<file path="config.mk">
export PLATFORM = sky130hd
export DESIGN_NAME = float_dot_product_8lane_fma
export DESIGN_NICKNAME = d
export VERILOG_FILES = /design/src/rtl/core/fdp_pkg.sv /design/src/rtl/core/fdp_fma.sv /design/src/rtl/core/float_dot_product_8lane_fma.sv
export SDC_FILE = /design/constraint.sdc
export NUM_CORES = 2
export LEC_CHECK = 0
export BUFFER_PORTS_ARGS = -buffer_cell sky130_fd_sc_hd__buf_2
export CORE_MARGIN = 1.5
export CORE_UTILIZATION = 40
export DETAILED_ROUTE_END_ITERATION = 10
export SYNTH_ARGS = -nofsm -noshare
export SYNTH_HDL_FRONTEND = slang
export SYNTH_SLANG_ARGS = --single-unit
</file>
<file path="constraint.sdc">
create_clock -name clk -period 8.55 [get_ports clk]
set_clock_uncertainty 0.15 [all_clocks]
set_input_delay 1.2825 -clock clk [delete_from_list [all_inputs] [get_ports clk]]
set_output_delay 1.2825 -clock clk [all_outputs]
set_load 0.005 [all_outputs]
</file>
<file path="src/rtl/core/fdp_pkg.sv">
// Shared types, constants and binary32 helper functions for the float dot product block.
package fdp_pkg;

	localparam int LANES_DEF = 8;
	localparam int TAG_W_DEF = 5;

	localparam int EXP_W  = 11;
	localparam int MAN_W  = 24;
	localparam int PROD_W = 48;
	localparam int WIN_W  = 64;
	localparam int WSH_W  = 6;
	localparam int SUM_W  = 65;
	localparam int MSB_W  = 7;

	typedef logic [1:0] dest_t;
	localparam dest_t DEST_LANE = 2'd0;
	localparam dest_t DEST_SUM  = 2'd1;
	localparam dest_t DEST_OUT  = 2'd2;

	localparam logic [31:0] ONE_F32      = 32'h3F80_0000;
	localparam logic [31:0] QNAN_DEFAULT = 32'hFFC0_0000;
	localparam logic [31:0] QUIET_BIT    = 32'h0040_0000;
	localparam logic [31:0] INF_MAG      = 32'h7F80_0000;

	typedef logic signed [EXP_W-1:0] exp_t;
	localparam exp_t E_BIAS       = 11'sd150;
	localparam exp_t E_MANT       = 11'sd23;
	localparam exp_t E_MIN_LSB    = -11'sd149;
	localparam exp_t E_PROD_PAD   = 11'sd16;
	localparam exp_t E_ADD_PAD    = 11'sd40;
	localparam exp_t E_SH_MAX     = 11'sd66;
	localparam exp_t E_ZERO       = 11'sd0;
	localparam exp_t E_ONE        = 11'sd1;
	localparam exp_t E_MAX_BIASED = 11'sd255;

	typedef struct packed {
		logic [MAN_W-1:0] man;
		exp_t             expo;
	} unpk_t;

	function automatic logic is_nan(input logic [31:0] x);
		return x[30:0] > INF_MAG[30:0];
	endfunction

	function automatic logic is_inf(input logic [31:0] x);
		return x[30:0] == INF_MAG[30:0];
	endfunction

	function automatic logic is_zero(input logic [31:0] x);
		return x[30:0] == 31'd0;
	endfunction

	// Significand with its top bit at bit 23, and the exponent of its lsb.
	function automatic unpk_t unpack_norm(input logic [31:0] x);
		logic [MAN_W-1:0] m;
		logic [7:0]       ex;
		logic [4:0]       lz;
		int               top;
		unpk_t            r;
		ex  = x[30:23];
		m   = {(ex != 8'd0), x[22:0]};
		top = 0;
		for (int i = 0; i < MAN_W; i++) begin
			if (m[i])
				top = i;
		end
		lz     = 5'(MAN_W - 1 - top);
		r.man  = m << lz;
		r.expo = $signed({3'b000, (ex == 8'd0) ? 8'd1 : ex}) - E_BIAS
			- $signed({6'b000000, lz});
		return r;
	endfunction

	// Right shift that ORs every bit shifted out into the lsb.
	function automatic logic [WIN_W-1:0] jam_shr(input logic [WIN_W-1:0] x,
		input logic [EXP_W-1:0] amt);
		logic [WIN_W-1:0] r;
		logic [WIN_W-1:0] mask;
		r    = '0;
		mask = '0;
		if (amt >= EXP_W'(WIN_W)) begin
			r[0] = |x;
		end else begin
			mask = ~({WIN_W{1'b1}} << amt[WSH_W-1:0]);
			r    = x >> amt[WSH_W-1:0];
			r[0] = r[0] | (|(x & mask));
		end
		return r;
	endfunction

	function automatic logic [MSB_W-1:0] msb_sum(input logic [SUM_W-1:0] s);
		logic [MSB_W-1:0] m;
		m = '0;
		for (int i = 0; i < SUM_W; i++) begin
			if (s[i])
				m = MSB_W'(i);
		end
		return m;
	endfunction

endpackage

</file>
<file path="src/rtl/core/fdp_fma.sv">
// Seven-stage binary32 fused multiply-add pipeline with a tag carried alongside each beat.
module fdp_fma #(
	parameter int TAG_W = fdp_pkg::TAG_W_DEF
) (
	input  logic             clk,
	input  logic             arst_n,
	input  logic             in_valid,
	input  logic [31:0]      in_a,
	input  logic [31:0]      in_b,
	input  logic [31:0]      in_c,
	input  logic [TAG_W-1:0] in_tag,
	output logic             out_valid,
	output logic [31:0]      out_res,
	output logic [TAG_W-1:0] out_tag
);

	localparam int MAN_W = fdp_pkg::MAN_W;
	localparam int QW    = MAN_W + 1;

	// stage 1: classify and unpack
	logic        spec_c;
	logic [31:0] sval_c;
	logic        sp_c;
	fdp_pkg::unpk_t ua_c, ub_c, uc_c;

	logic                   v_s1, v_s2, v_s3, v_s4, v_s5, v_s6, v_s7;
	logic [TAG_W-1:0]       tag_s1, tag_s2, tag_s3, tag_s4, tag_s5, tag_s6, tag_s7;
	logic                   spec_s1, spec_s2, spec_s3, spec_s4, spec_s5, spec_s6;
	logic [31:0]            sval_s1, sval_s2, sval_s3, sval_s4, sval_s5, sval_s6;
	logic                   sp_s1, sp_s2, sp_s3;
	logic                   sc_s1, sc_s2, sc_s3;
	logic                   cz_s1, cz_s2;
	logic [MAN_W-1:0]       ma_s1, mb_s1, mc_s1, mc_s2;
	fdp_pkg::exp_t          ea_s1, eb_s1, ec_s1, ec_s2, ep_s2;
	logic [fdp_pkg::PROD_W-1:0] p_s2;
	logic [fdp_pkg::WIN_W-1:0]  pal_s3, cal_s3;
	fdp_pkg::exp_t          e_s3, e_s4, e_s5;
	logic [fdp_pkg::SUM_W-1:0]  s_s4, s_s5;
	logic                   sgn_s4, sgn_s5, sgn_s6;
	logic [fdp_pkg::MSB_W-1:0]  m_s5;
	logic                   zero_s5, zero_s6;
	logic [MAN_W-1:0]       q_s6;
	logic                   rnd_s6, stk_s6;
	fdp_pkg::exp_t          lsb_s6;
	logic [31:0]            res_s7;

	always_comb begin
		sp_c   = in_a[31] ^ in_b[31];
		spec_c = 1'b1;
		sval_c = '0;
		if (fdp_pkg::is_nan(in_a)) begin
			sval_c = in_a | fdp_pkg::QUIET_BIT;
		end else if (fdp_pkg::is_nan(in_b)) begin
			sval_c = in_b | fdp_pkg::QUIET_BIT;
		end else if (fdp_pkg::is_nan(in_c)) begin
			sval_c = in_c | fdp_pkg::QUIET_BIT;
		end else if (fdp_pkg::is_inf(in_a) || fdp_pkg::is_inf(in_b)) begin
			if (fdp_pkg::is_zero(in_a) || fdp_pkg::is_zero(in_b))
				sval_c = fdp_pkg::QNAN_DEFAULT;
			else if (fdp_pkg::is_inf(in_c) && (in_c[31] != sp_c))
				sval_c = fdp_pkg::QNAN_DEFAULT;
			else
				sval_c = {sp_c, fdp_pkg::INF_MAG[30:0]};
		end else if (fdp_pkg::is_inf(in_c)) begin
			sval_c = in_c;
		end else if (fdp_pkg::is_zero(in_a) || fdp_pkg::is_zero(in_b)) begin
			if (fdp_pkg::is_zero(in_c))
				sval_c = {sp_c & in_c[31], 31'd0};
			else
				sval_c = in_c;
		end else begin
			spec_c = 1'b0;
		end
		ua_c = fdp_pkg::unpack_norm(in_a);
		ub_c = fdp_pkg::unpack_norm(in_b);
		uc_c = fdp_pkg::unpack_norm(in_c);
	end

	// stage 3: normalize product and align
	logic [fdp_pkg::PROD_W-1:0] pn_c;
	fdp_pkg::exp_t              epn_c, ep_c, ecx_c, d_c, nd_c;
	logic [fdp_pkg::WIN_W-1:0]  pw_c, cw_c, pal_c, cal_c;
	fdp_pkg::exp_t              e3_c;

	always_comb begin
		pn_c  = p_s2[fdp_pkg::PROD_W-1] ? p_s2 : (p_s2 << 1);
		epn_c = p_s2[fdp_pkg::PROD_W-1] ? ep_s2 : (ep_s2 - fdp_pkg::E_ONE);
		pw_c  = {pn_c, 16'd0};
		cw_c  = {mc_s2, 40'd0};
		ep_c  = epn_c - fdp_pkg::E_PROD_PAD;
		ecx_c = ec_s2 - fdp_pkg::E_ADD_PAD;
		d_c   = ep_c - ecx_c;
		nd_c  = fdp_pkg::E_ZERO - d_c;
		if (cz_s2) begin
			pal_c = pw_c;
			cal_c = '0;
			e3_c  = ep_c;
		end else if (d_c >= fdp_pkg::E_ZERO) begin
			pal_c = pw_c;
			cal_c = fdp_pkg::jam_shr(cw_c, d_c);
			e3_c  = ep_c;
		end else begin
			pal_c = fdp_pkg::jam_shr(pw_c, nd_c);
			cal_c = cw_c;
			e3_c  = ecx_c;
		end
	end

	// stage 4: add or subtract magnitudes
	logic [fdp_pkg::SUM_W-1:0] s_c;
	logic                      sgn_c;

	always_comb begin
		if (sp_s3 == sc_s3) begin
			s_c   = {1'b0, pal_s3} + {1'b0, cal_s3};
			sgn_c = sp_s3;
		end else if (pal_s3 >= cal_s3) begin
			s_c   = {1'b0, pal_s3} - {1'b0, cal_s3};
			sgn_c = sp_s3;
		end else begin
			s_c   = {1'b0, cal_s3} - {1'b0, pal_s3};
			sgn_c = sc_s3;
		end
	end

	// stage 6: pick the rounding position, clamped at the subnormal lsb
	fdp_pkg::exp_t             sha_c, lim_c, sh_c;
	logic [fdp_pkg::MSB_W-1:0] shu_c;
	logic [4:0]                nsh_c;
	logic [MAN_W-1:0]          q_c;
	logic                      rnd_c, stk_c;

	always_comb begin
		sha_c = $signed({4'b0000, m_s5}) - fdp_pkg::E_MANT;
		lim_c = fdp_pkg::E_MIN_LSB - e_s5;
		sh_c  = (sha_c < lim_c) ? lim_c : sha_c;
		nsh_c = 5'(fdp_pkg::E_ZERO - sh_c);
		shu_c = fdp_pkg::MSB_W'(sh_c);
		q_c   = '0;
		rnd_c = 1'b0;
		stk_c = 1'b0;
		if (sh_c <= fdp_pkg::E_ZERO) begin
			q_c = MAN_W'(s_s5 << nsh_c);
		end else if (sh_c >= fdp_pkg::E_SH_MAX) begin
			stk_c = 1'b1;
		end else begin
			q_c   = MAN_W'(s_s5 >> shu_c);
			rnd_c = s_s5[shu_c - 1'b1];
			stk_c = |(s_s5 & ((fdp_pkg::SUM_W'(1) << (shu_c - 1'b1))
				- fdp_pkg::SUM_W'(1)));
		end
	end

	// stage 7: round to nearest even and pack
	logic [QW-1:0]  q2_c;
	fdp_pkg::exp_t  lsb2_c, biased_c;
	logic           inc_c;
	logic [31:0]    res_c;

	always_comb begin
		inc_c  = rnd_s6 && (stk_s6 || q_s6[0]);
		q2_c   = {1'b0, q_s6} + QW'(inc_c);
		lsb2_c = lsb_s6;
		if (q2_c[MAN_W]) begin
			q2_c   = q2_c >> 1;
			lsb2_c = lsb_s6 + fdp_pkg::E_ONE;
		end
		biased_c = lsb2_c + fdp_pkg::E_BIAS;
		if (spec_s6)
			res_c = sval_s6;
		else if (zero_s6)
			res_c = '0;
		else if (q2_c[MAN_W-1]) begin
			if (biased_c >= fdp_pkg::E_MAX_BIASED)
				res_c = {sgn_s6, fdp_pkg::INF_MAG[30:0]};
			else
				res_c = {sgn_s6, biased_c[7:0], q2_c[22:0]};
		end else
			res_c = {sgn_s6, 8'd0, q2_c[22:0]};
	end

	always_ff @(posedge clk or negedge arst_n) begin
		if (!arst_n) begin
			v_s1 <= 1'b0;
			v_s2 <= 1'b0;
			v_s3 <= 1'b0;
			v_s4 <= 1'b0;
			v_s5 <= 1'b0;
			v_s6 <= 1'b0;
			v_s7 <= 1'b0;
		end else begin
			v_s1 <= in_valid;
			v_s2 <= v_s1;
			v_s3 <= v_s2;
			v_s4 <= v_s3;
			v_s5 <= v_s4;
			v_s6 <= v_s5;
			v_s7 <= v_s6;
		end
	end

	always_ff @(posedge clk) begin
		tag_s1  <= in_tag;
		spec_s1 <= spec_c;
		sval_s1 <= sval_c;
		sp_s1   <= sp_c;
		sc_s1   <= in_c[31];
		cz_s1   <= fdp_pkg::is_zero(in_c);
		ma_s1   <= ua_c.man;
		mb_s1   <= ub_c.man;
		mc_s1   <= uc_c.man;
		ea_s1   <= ua_c.expo;
		eb_s1   <= ub_c.expo;
		ec_s1   <= uc_c.expo;

		tag_s2  <= tag_s1;
		spec_s2 <= spec_s1;
		sval_s2 <= sval_s1;
		sp_s2   <= sp_s1;
		sc_s2   <= sc_s1;
		cz_s2   <= cz_s1;
		p_s2    <= ma_s1 * mb_s1;
		ep_s2   <= ea_s1 + eb_s1;
		mc_s2   <= mc_s1;
		ec_s2   <= ec_s1;

		tag_s3  <= tag_s2;
		spec_s3 <= spec_s2;
		sval_s3 <= sval_s2;
		sp_s3   <= sp_s2;
		sc_s3   <= sc_s2;
		pal_s3  <= pal_c;
		cal_s3  <= cal_c;
		e_s3    <= e3_c;

		tag_s4  <= tag_s3;
		spec_s4 <= spec_s3;
		sval_s4 <= sval_s3;
		s_s4    <= s_c;
		sgn_s4  <= sgn_c;
		e_s4    <= e_s3;

		tag_s5  <= tag_s4;
		spec_s5 <= spec_s4;
		sval_s5 <= sval_s4;
		s_s5    <= s_s4;
		sgn_s5  <= sgn_s4;
		e_s5    <= e_s4;
		m_s5    <= fdp_pkg::msb_sum(s_s4);
		zero_s5 <= (s_s4 == '0);

		tag_s6  <= tag_s5;
		spec_s6 <= spec_s5;
		sval_s6 <= sval_s5;
		sgn_s6  <= sgn_s5;
		zero_s6 <= zero_s5;
		q_s6    <= q_c;
		rnd_s6  <= rnd_c;
		stk_s6  <= stk_c;
		lsb_s6  <= e_s5 + sh_c;

		tag_s7  <= tag_s6;
		res_s7  <= res_c;
	end

	assign out_valid = v_s7;
	assign out_res   = res_s7;
	assign out_tag   = tag_s7;

endmodule

</file>
<file path="src/rtl/core/float_dot_product_8lane_fma.sv">
// Interleaved-lane binary32 dot product built around one seven-stage FMA pipeline.
// Each element pair is fused into lane (count mod LANES) with one rounding to nearest even.
// A lane takes its next pair only after its previous one has passed the seven FMA stages and
// the lane write-back: with LANES of 8 or more one pair is taken every cycle while the block
// accumulates, with fewer lanes in_stall is held while the next lane is still busy. After the
// pair marked last, in_stall stays high while in-flight pairs drain and the lanes are summed in
// order through the same pipeline, one lane after another, before the next vector is taken.
// The sum waits in an output register; a new vector streams in while it is held, but the next
// final add does not start until that register has been taken.
module float_dot_product_8lane_fma #(
	parameter int LANES = fdp_pkg::LANES_DEF
) (
	input  logic        clk,
	input  logic        arst_n,
	input  logic        in_valid,
	output logic        in_stall,
	input  logic [31:0] a_value,
	input  logic [31:0] b_value,
	input  logic        last_item,
	output logic        out_valid,
	input  logic        out_stall,
	output logic [31:0] dot_result
);

	localparam int IW    = (LANES > 1) ? $clog2(LANES) : 1;
	localparam int TAG_W = 2 + IW;

	localparam logic [1:0] ST_ACC  = 2'd0;
	localparam logic [1:0] ST_WAIT = 2'd1;
	localparam logic [1:0] ST_RED  = 2'd2;
	localparam logic [1:0] ST_OUTW = 2'd3;

	logic [1:0]        state_q;
	logic [31:0]       lane_sum_q [LANES];
	logic [LANES-1:0]  busy_q;
	logic [IW-1:0]     lane_q;
	logic [IW-1:0]     red_idx_q;
	logic [31:0]       sum_q;
	logic              sum_rdy_q;
	logic              out_valid_q;
	logic [31:0]       out_data_q;

	logic              acc;
	logic              red_mode;
	logic              red_last;
	logic              red_go;
	logic [IW-1:0]     rd_idx;
	fdp_pkg::dest_t    iss_dest;
	logic [TAG_W-1:0]  iss_tag;
	logic              f_valid;
	logic [31:0]       f_res;
	logic [TAG_W-1:0]  f_tag;
	fdp_pkg::dest_t    f_dest;
	logic [IW-1:0]     f_lane;
	logic              wb;

	assign in_stall = (state_q != ST_ACC) || busy_q[lane_q];
	assign acc      = in_valid && !in_stall;
	assign red_mode = (state_q == ST_RED);
	assign red_last = (red_idx_q == IW'(LANES - 1));
	// hold the final add until the output register is free
	assign red_go   = red_mode && sum_rdy_q && (!red_last || !out_valid_q);
	assign rd_idx   = red_mode ? red_idx_q : lane_q;
	assign iss_dest = acc ? fdp_pkg::DEST_LANE
		: (red_last ? fdp_pkg::DEST_OUT : fdp_pkg::DEST_SUM);
	assign iss_tag  = {iss_dest, rd_idx};

	fdp_fma #(
		.TAG_W(TAG_W)
	) u_fma (
		.clk      (clk),
		.arst_n   (arst_n),
		.in_valid (acc || red_go),
		.in_a     (red_mode ? sum_q : a_value),
		.in_b     (red_mode ? fdp_pkg::ONE_F32 : b_value),
		.in_c     (lane_sum_q[rd_idx]),
		.in_tag   (iss_tag),
		.out_valid(f_valid),
		.out_res  (f_res),
		.out_tag  (f_tag)
	);

	assign f_dest = f_tag[TAG_W-1 -: 2];
	assign f_lane = f_tag[IW-1:0];
	assign wb     = f_valid && (f_dest == fdp_pkg::DEST_LANE);

	always_ff @(posedge clk or negedge arst_n) begin
		if (!arst_n) begin
			for (int i = 0; i < LANES; i++)
				lane_sum_q[i] <= '0;
			busy_q <= '0;
		end else begin
			for (int i = 0; i < LANES; i++) begin
				if (red_go && red_last)
					lane_sum_q[i] <= '0;
				else if (wb && (f_lane == IW'(i)))
					lane_sum_q[i] <= f_res;
				if (wb && (f_lane == IW'(i)))
					busy_q[i] <= 1'b0;
				else if (acc && (lane_q == IW'(i)))
					busy_q[i] <= 1'b1;
			end
		end
	end

	always_ff @(posedge clk or negedge arst_n) begin
		if (!arst_n) begin
			state_q     <= ST_ACC;
			lane_q      <= '0;
			red_idx_q   <= '0;
			sum_q       <= '0;
			sum_rdy_q   <= 1'b0;
			out_valid_q <= 1'b0;
		end else begin
			if (acc)
				lane_q <= (lane_q == IW'(LANES - 1)) ? '0 : lane_q + 1'b1;
			if (out_valid_q && !out_stall)
				out_valid_q <= 1'b0;
			case (state_q)
				ST_ACC: begin
					if (acc && last_item)
						state_q <= ST_WAIT;
				end
				ST_WAIT: begin
					if (busy_q == '0) begin
						state_q   <= ST_RED;
						red_idx_q <= '0;
						sum_q     <= '0;
						sum_rdy_q <= 1'b1;
					end
				end
				ST_RED: begin
					if (red_go) begin
						sum_rdy_q <= 1'b0;
						if (red_last) begin
							state_q <= ST_OUTW;
							lane_q  <= '0;
						end
					end
					if (f_valid && (f_dest == fdp_pkg::DEST_SUM)) begin
						sum_q     <= f_res;
						sum_rdy_q <= 1'b1;
						red_idx_q <= red_idx_q + 1'b1;
					end
				end
				ST_OUTW: begin
					if (f_valid && (f_dest == fdp_pkg::DEST_OUT)) begin
						out_valid_q <= 1'b1;
						state_q     <= ST_ACC;
					end
				end
				default: state_q <= ST_ACC;
			endcase
		end
	end

	always_ff @(posedge clk) begin
		if (f_valid && (f_dest == fdp_pkg::DEST_OUT))
			out_data_q <= f_res;
	end

	assign out_valid  = out_valid_q;
	assign dot_result = out_data_q;

endmodule

</file>
# After elaboration in Yosys (flattened, before gate mapping)
# Index checks and enable logic that the tools add are counted.
# word_totals
regBits,1157
output_inout_bits,34
wordCells,510
inputBits,69
# op_classes
n_eq_ne,32
muxes,237
n_lt_le_gt_ge,14
n_shift,10
reduce_logical,85
addsub,29
bitwise,11
n_mul,1
# op_table
cell,count
$mux 32,33
$mux 5,40
$mux 6,32
$mux 64,3
$mux 65,2
$sub 64x64->65,2
$and 64x64->64,2
$mux 4,32
$not 64->64,2
$reduce_or 64->1,2
$shl 64x6->64 const A,2
$shr 64x6->64,2
$mux 63,2
$bmux 32 s3,1
$eq 31x31->1 const B,3
$gt 31x31->1 const B,3
$logic_not 31->1,3
$mux 24,3
$mux 3,24
$shl 24x5->24,3
$add 64x64->65,1
$and 65x65->65,1
$logic_not 65->1,1
$reduce_or 65->1,1
74 further kinds,219

# Longest topological paths before layout
# depth
ltp_word,63
mapped_depth,37
depth_no_buf,31

# By module
# A second synthesis with hierarchy kept.
# hier_totals
hier_cells,10537
area_unflattened_um2,86784.5
# modules_own_cells
module,seq_area_each_um2,n_inst,cells_each,area_each_um2
fdp_fma,16390.7,1,8480,69412.8
float_dot_product_8lane_fma,8618.3,1,2057,17371.7

# Worst setup path after synthesis
# OpenSTA, ideal clock, no wires.
# synth_timing
kind,reg2reg
startpoint,register u_fma.e_s5[2]
endpoint,register u_fma.stk_s6
path_slack_ps,839
path_stages_with_launch,37
setup_time_ps,141
required_time_ps,8259
arrival_ps,7420
n_path_buf,6
period_less_slack_ps,7711
cell_sequence,dfxtp_1 > ha_1 > or2_2 > a31oi_1 > nor2_1 > xor2_1 > ha_1 > or4b_4 > o21bai_1 > and2_1 > buf_2 > nand2_4 > buf_4 > mux2i_1 > inv_2 > buf_2 > buf_1 > ha_1 > nand2_1 > nor2_1 > nand3_1 > xnor2_1 > nor2_1 > a21oi_2 > nor2_2 > buf_2 > nand3_1 > ha_1 > inv_1 > o31ai_4 > nand4_2 > buf_2 > o311ai_1 > nor4b_1 > nand4_1 > nor4_1 > a41oi_1
# synth_via
elab_chain_cells,9
word_cells_on_any_way,11
classes_between,3 x add/sub; 3 x order compare; 1 x shift; 2 x mux; 1 x bitwise; 1 x reduce/logical
# synth_lines
element,line,text
"start, declared",fdp_fma.sv:37,"fdp_pkg::exp_t e_s3, e_s4, e_s5;"
"start signal, assigned",fdp_fma.sv:248,e_s5 <= e_s4;
$sub 9x11->11 *,fdp_fma.sv:135,lim_c = fdp_pkg::E_MIN_LSB - e_s5;
$lt 11x11->1,fdp_fma.sv:136,sh_c = (sha_c < lim_c) ? lim_c : sha_c;
$mux 11 *,fdp_fma.sv:136,
$sub 7x1->7,fdp_fma.sv:149,stk_c = |(s_s5 & ((fdp_pkg::SUM_W'(1) << (shu_c - 1'b1))
$shl 1x7->65,fdp_fma.sv:149,
$sub 65x1->65,fdp_fma.sv:150,- fdp_pkg::SUM_W'(1)));
$and 65x65->65,fdp_fma.sv:149,
$reduce_or 65->1,fdp_fma.sv:149,
$mux 1,fdp_fma.sv:144,end else if (sh_c >= fdp_pkg::E_SH_MAX) begin
"end signal, assigned",fdp_fma.sv:259,stk_s6 <= stk_c;
"end, declared",fdp_fma.sv:43,"logic rnd_s6, stk_s6;"
# Every way passes the cells marked *; elsewhere a longest branch is shown, timed or not.
# A chain may end at the register's enable or synchronous reset.

# Final worst setup path
# layout_timing
startpoint,register u_fma.mb_s1[7]
endpoint,register u_fma.p_s2[46] in the netlist's numbering
# layout_via
elab_chain_cells,1
# layout_lines
element,line,text
"start, declared",fdp_fma.sv:33,"logic [MAN_W-1:0] ma_s1, mb_s1, mc_s1, mc_s2;"
"start signal, assigned",fdp_fma.sv:210,mb_s1 <= ub_c.man;
$mul 24x24->48,fdp_fma.sv:222,p_s2 <= ma_s1 * mb_s1;
"end signal, assigned",fdp_fma.sv:222,
"end, declared",fdp_fma.sv:35,logic [fdp_pkg::PROD_W-1:0] p_s2;
# No other way between the ends.

==> tab_implementation.tex <==
\begin{tabular}{lr}
\hline
Metric & Value \\
\hline
\multicolumn{2}{l}{\textbf{STA}} \\
Unrepaired setup endpoints after global routing & false \\
Final worst path period need & around 8.0 ns \\
Setup total negative slack & 0 ns \\
Total setup violations reported at the end of the flow & 0 \\
Final hold violation count & 0 \\
Worst Tran Pin Value & between 1 and 1.5 ns \\
Number of max-slew violations in the final report & 0 \\
Slew headroom & 1.39\% \\
Achievable clock frequency & 125 MHz \\
Final cycle utilization of the critical path & 93.3\% \\
\multicolumn{2}{l}{\textbf{Finish}} \\
Layout filler cell count & approximately 21000 \\
Non-Filler Cell Area, Final & 94300 sq um \\
Storage element area & approximately 25000 sq um \\
Layout overhead on the synthesized area & 9.21\% \\
Layout cell share with drive strength beyond 1 & roughly 8.4\% \\
Nets & $\sim$11000 \\
Area taken by multi-input logic gates & $\sim$56000 sq um \\
\multicolumn{2}{l}{\textbf{Synth}} \\
Post-synthesis sequential area ratio & between 20 and 30\% \\
Unique masters post-synth & $\sim$120 \\
Count of yosys warnings during synthesis & 0 \\
Number of register bits inferred by synthesis & roughly 1200 \\
Top\_reg\_cell synth & sky130\_fd\_sc\_hd\_\_dfxtp\_1 \\
Cells after Synth & around 10000 \\
Count of flip-flops with a built-in enable after synthesis & 32 \\
Syn Std Cell Area & roughly 86000 sq um \\
Proportion of register bits with asynchronous set or reset after synthesis & between 20\% and 30\% \\
Average cell area after synthesis & between 8 and 9 sq um \\
\multicolumn{2}{l}{\textbf{Run}} \\
Max-capacitance violation count & 0 \\
\multicolumn{2}{l}{\textbf{Detailed routing}} \\
Mean routed wirelength per cell & 24.6 microns \\
Wire length after detailed routing & 322000 microns \\
DRC violation count after routing & 0 \\
Number of nets with antenna violations after detailed routing & 0 \\
Number of optimization iterations in the first detailed-route pass & 6 \\
Mean number of vias per cell & between 5 and 6 \\
Iter 0 DRT Violations & 7474 \\
Via count & around 76000 \\
\multicolumn{2}{l}{\textbf{Critical path}} \\
Critical path required time & about 9.1 ns \\
Number of cells traversed by the worst register-to-register path & 25 \\
Maximum net fanout on the critical path & 14 \\
Worst setup SP type & flip-flop \\
Largest stage delay on the critical path & approximately 0.69 ns \\
RR Endpoint & u\_fma.p\_s2[46] \\
Source of the worst register-to-register timing path & u\_fma.mb\_s1[7] \\
Crit Path Class & reg -> reg \\
Reg2reg setup slack & 0.57 ns \\
Master of the slowest instance on the critical path & sky130\_fd\_sc\_hd\_\_dfxtp\_1 \\
Type of element capturing the critical path & flip-flop \\
CP most frequent cell & sky130\_fd\_sc\_hd\_\_fa\_1 \\
CP Data Arrival Time & 8.50 ns \\
\multicolumn{2}{l}{\textbf{Die}} \\
Horizontal die dimension & $\sim$470 microns \\
Starting Density & around two fifths \\
Count of pins on the block boundary & between 100 and 150 \\
Full die area & between 200000 and 250000 sq um \\
Core ar. & approximately 210000 sq um \\
Number of standard-cell rows in the floorplan & 170 \\
Die extent in y & around 470 microns \\
\multicolumn{2}{l}{\textbf{Clocking}} \\
Number of clock sinks seen by CTS & around 1200 \\
Number of resized instances in the post-cts repair step & 0 \\
H-tree lvl count & 3 \\
Buffers inserted during post-CTS setup optimization & 0 \\
Clock slew at the register clock pins of the worst setup and hold paths & 0.07 ns \\
Count of hold buffers inserted by post-cts repair & 0 \\
Maximum count of clock buffers along a single path & 3 \\
CTS tree & built \\
Number of clock buffers inserted by TritonCTS & 118 \\
Clk Tree Root Cell & sky130\_fd\_sc\_hd\_\_clkbuf\_16 \\
Clock insertion delay at the later pin of the skew report & about 0.84 ns \\
\multicolumn{2}{l}{\textbf{GRT}} \\
Remaining global-route overflow & 0 \\
GRT Overall Usage & between 20\% and 30\% \\
Pin count of the biggest net entering global routing & 261 \\
Number of global-route vias before repair & approximately 74000 \\
Wire length of the first global-routing pass & 479000 microns \\
Number of antenna violations at the first check in global routing & 15 \\
\multicolumn{2}{l}{\textbf{Min path}} \\
Endpoint of the worst hold-timing path & u\_fma.sval\_s6[25] \\
Hold path start & u\_fma.sval\_s5[25] \\
Worst hold-check path type & reg -> reg \\
WHS Path Cells & 0 \\
\multicolumn{2}{l}{\textbf{Placement}} \\
Count of buffers inserted at the top-level ports & between 100 and 150 \\
Hpwl dp & 251000 microns \\
Instance area at placement & approximately 90000 sq um \\
Placer congestion estimate & between 1 and 1.5 \\
\multicolumn{2}{l}{\textbf{Status}} \\
Outcome & completed \\
\hline
\end{tabular}
==> cell usage after synthesis, types with 134 or more instances <==
master                     count  area [sq um]
sky130_fd_sc_hd__nand2_1    1654          6210
sky130_fd_sc_hd__a21oi_1     865          4330
sky130_fd_sc_hd__inv_1       824          3090
sky130_fd_sc_hd__dfxtp_1     812         16300
sky130_fd_sc_hd__nor2_1      715          2680
sky130_fd_sc_hd__mux2i_1     605          6060
sky130_fd_sc_hd__fa_1        488          9770
sky130_fd_sc_hd__o21ai_0     467          2340
sky130_fd_sc_hd__ha_1        457          5720
sky130_fd_sc_hd__clkbuf_1    440          1650
sky130_fd_sc_hd__dfrtp_1     313          7830
sky130_fd_sc_hd__and2_1      224          1400
sky130_fd_sc_hd__xnor2_1     184          1610
sky130_fd_sc_hd__nor3_1      156           781
sky130_fd_sc_hd__nand3_1     134           671
==> logic make-up after synthesis <==
logic type | share of synthesized area (%)
and+or+nand+nor | 17.2
AOI/OAI and AO/OA | 16.9
buffers and inverters | 6.56
DFF | 29.0
adders and majority gates | 18.0
muxes | 9.69
xor gates and xnor gates | 2.69
other | 0.00435
==> how the worst max path moves through the flow <==
stage                               from             end  slack [ns]  depth (start not counted)
after floorplan            u_fma.e_s5[2]    u_fma.stk_s6        0.84                         36
after global placement    u_fma.mb_s1[6]  u_fma.p_s2[46]        0.62                         25
after detailed placement  u_fma.mb_s1[6]  u_fma.p_s2[46]        0.64                         25
after CTS                 u_fma.mb_s1[6]  u_fma.p_s2[46]        0.62                         25
after global routing      u_fma.mb_s1[6]  u_fma.p_s2[46]        0.22                         25
final                     u_fma.mb_s1[7]  u_fma.p_s2[46]        0.57                         25
==> cells in the final DEF, fill, tap and decap left out, drive strengths merged, types with 48 or more instances in the layout <==
master,instances
nand2b,76
nor2,721
nor4,61
a31oi,96
a21oi,870
buf,356
clkbuf,160
nor2b,48
o21ai,490
fa,488
inv,848
nand3,134
o21bai,107
nand2,1658
a22o,59
dfxtp,812
a211oi,95
o22ai,107
and2,225
ha,457
nor3,163
o211ai,87
mux2,89
xor2,75
mux4,52
nand4,85
mux2i,612
dfrtp,313
a21o,108
xnor2,186
==> final cells by class <==
class,count,area share (%)
inverters,836,3.33
well taps,2838,3.77
flip-flops and latches,1157,26.6
clock buffers,160,3.68
multi-input cells,7654,59.3
repair buffers,356,2.60
diodes,4,0.0106
clock inverters,64,0.753
==> critical path, delay by kind of cell (launching register included) <==
| kind | cells | cell delay [ns] |
|---|---|---|
| buf+inv | 4 | 0.46 |
| simple gates | 3 | 0.45 |
| compound gates | 9 | 2.12 |
| xor+xnor | 1 | 0.16 |
| flops | 1 | 0.69 |
| fa+ha+maj | 8 | 3.86 |
==> flip-flops by register name (all words and copies together) (netlist names), 48 cells and up <==
| name | count |
|---|---|
| u_fma.s_s4 | 65 |
| u_fma.pal_s3 | 64 |
| u_fma.cal_s3 | 64 |
| u_fma.s_s5 | 65 |
| lane_sum_q | 256 |
| u_fma.p_s2 | 48 |
==> routing by layer <==
metal	track usage (%)	share of wire, %	up-vias
met5	0	0.0028	-
met4	12.1	4.7	2
met3	4.57	8.0	646
met2	44.0	44	3455
met1	39.9	44	37500
li1	-	-	34700
==> per-stage QoR <==
step | utilization [%] | hold slack, ns | worst slack [ns] | std cells
floorplan | - | 0.160 | 0.839 | 10300
global placement | 42.0 | 0.160 | 0.622 | 12800
detailed placement | 42.0 | 0.162 | 0.644 | 12800
CTS | 43.9 | 0.162 | 0.617 | 13100
global route | 43.9 | 0.176 | 0.219 | 13100
finish | 43.9 | 0.161 | 0.571 | 13100
Power is not shown: default switching activity piles up to over one toggle a cycle in this logic, so the estimate is an artifact.
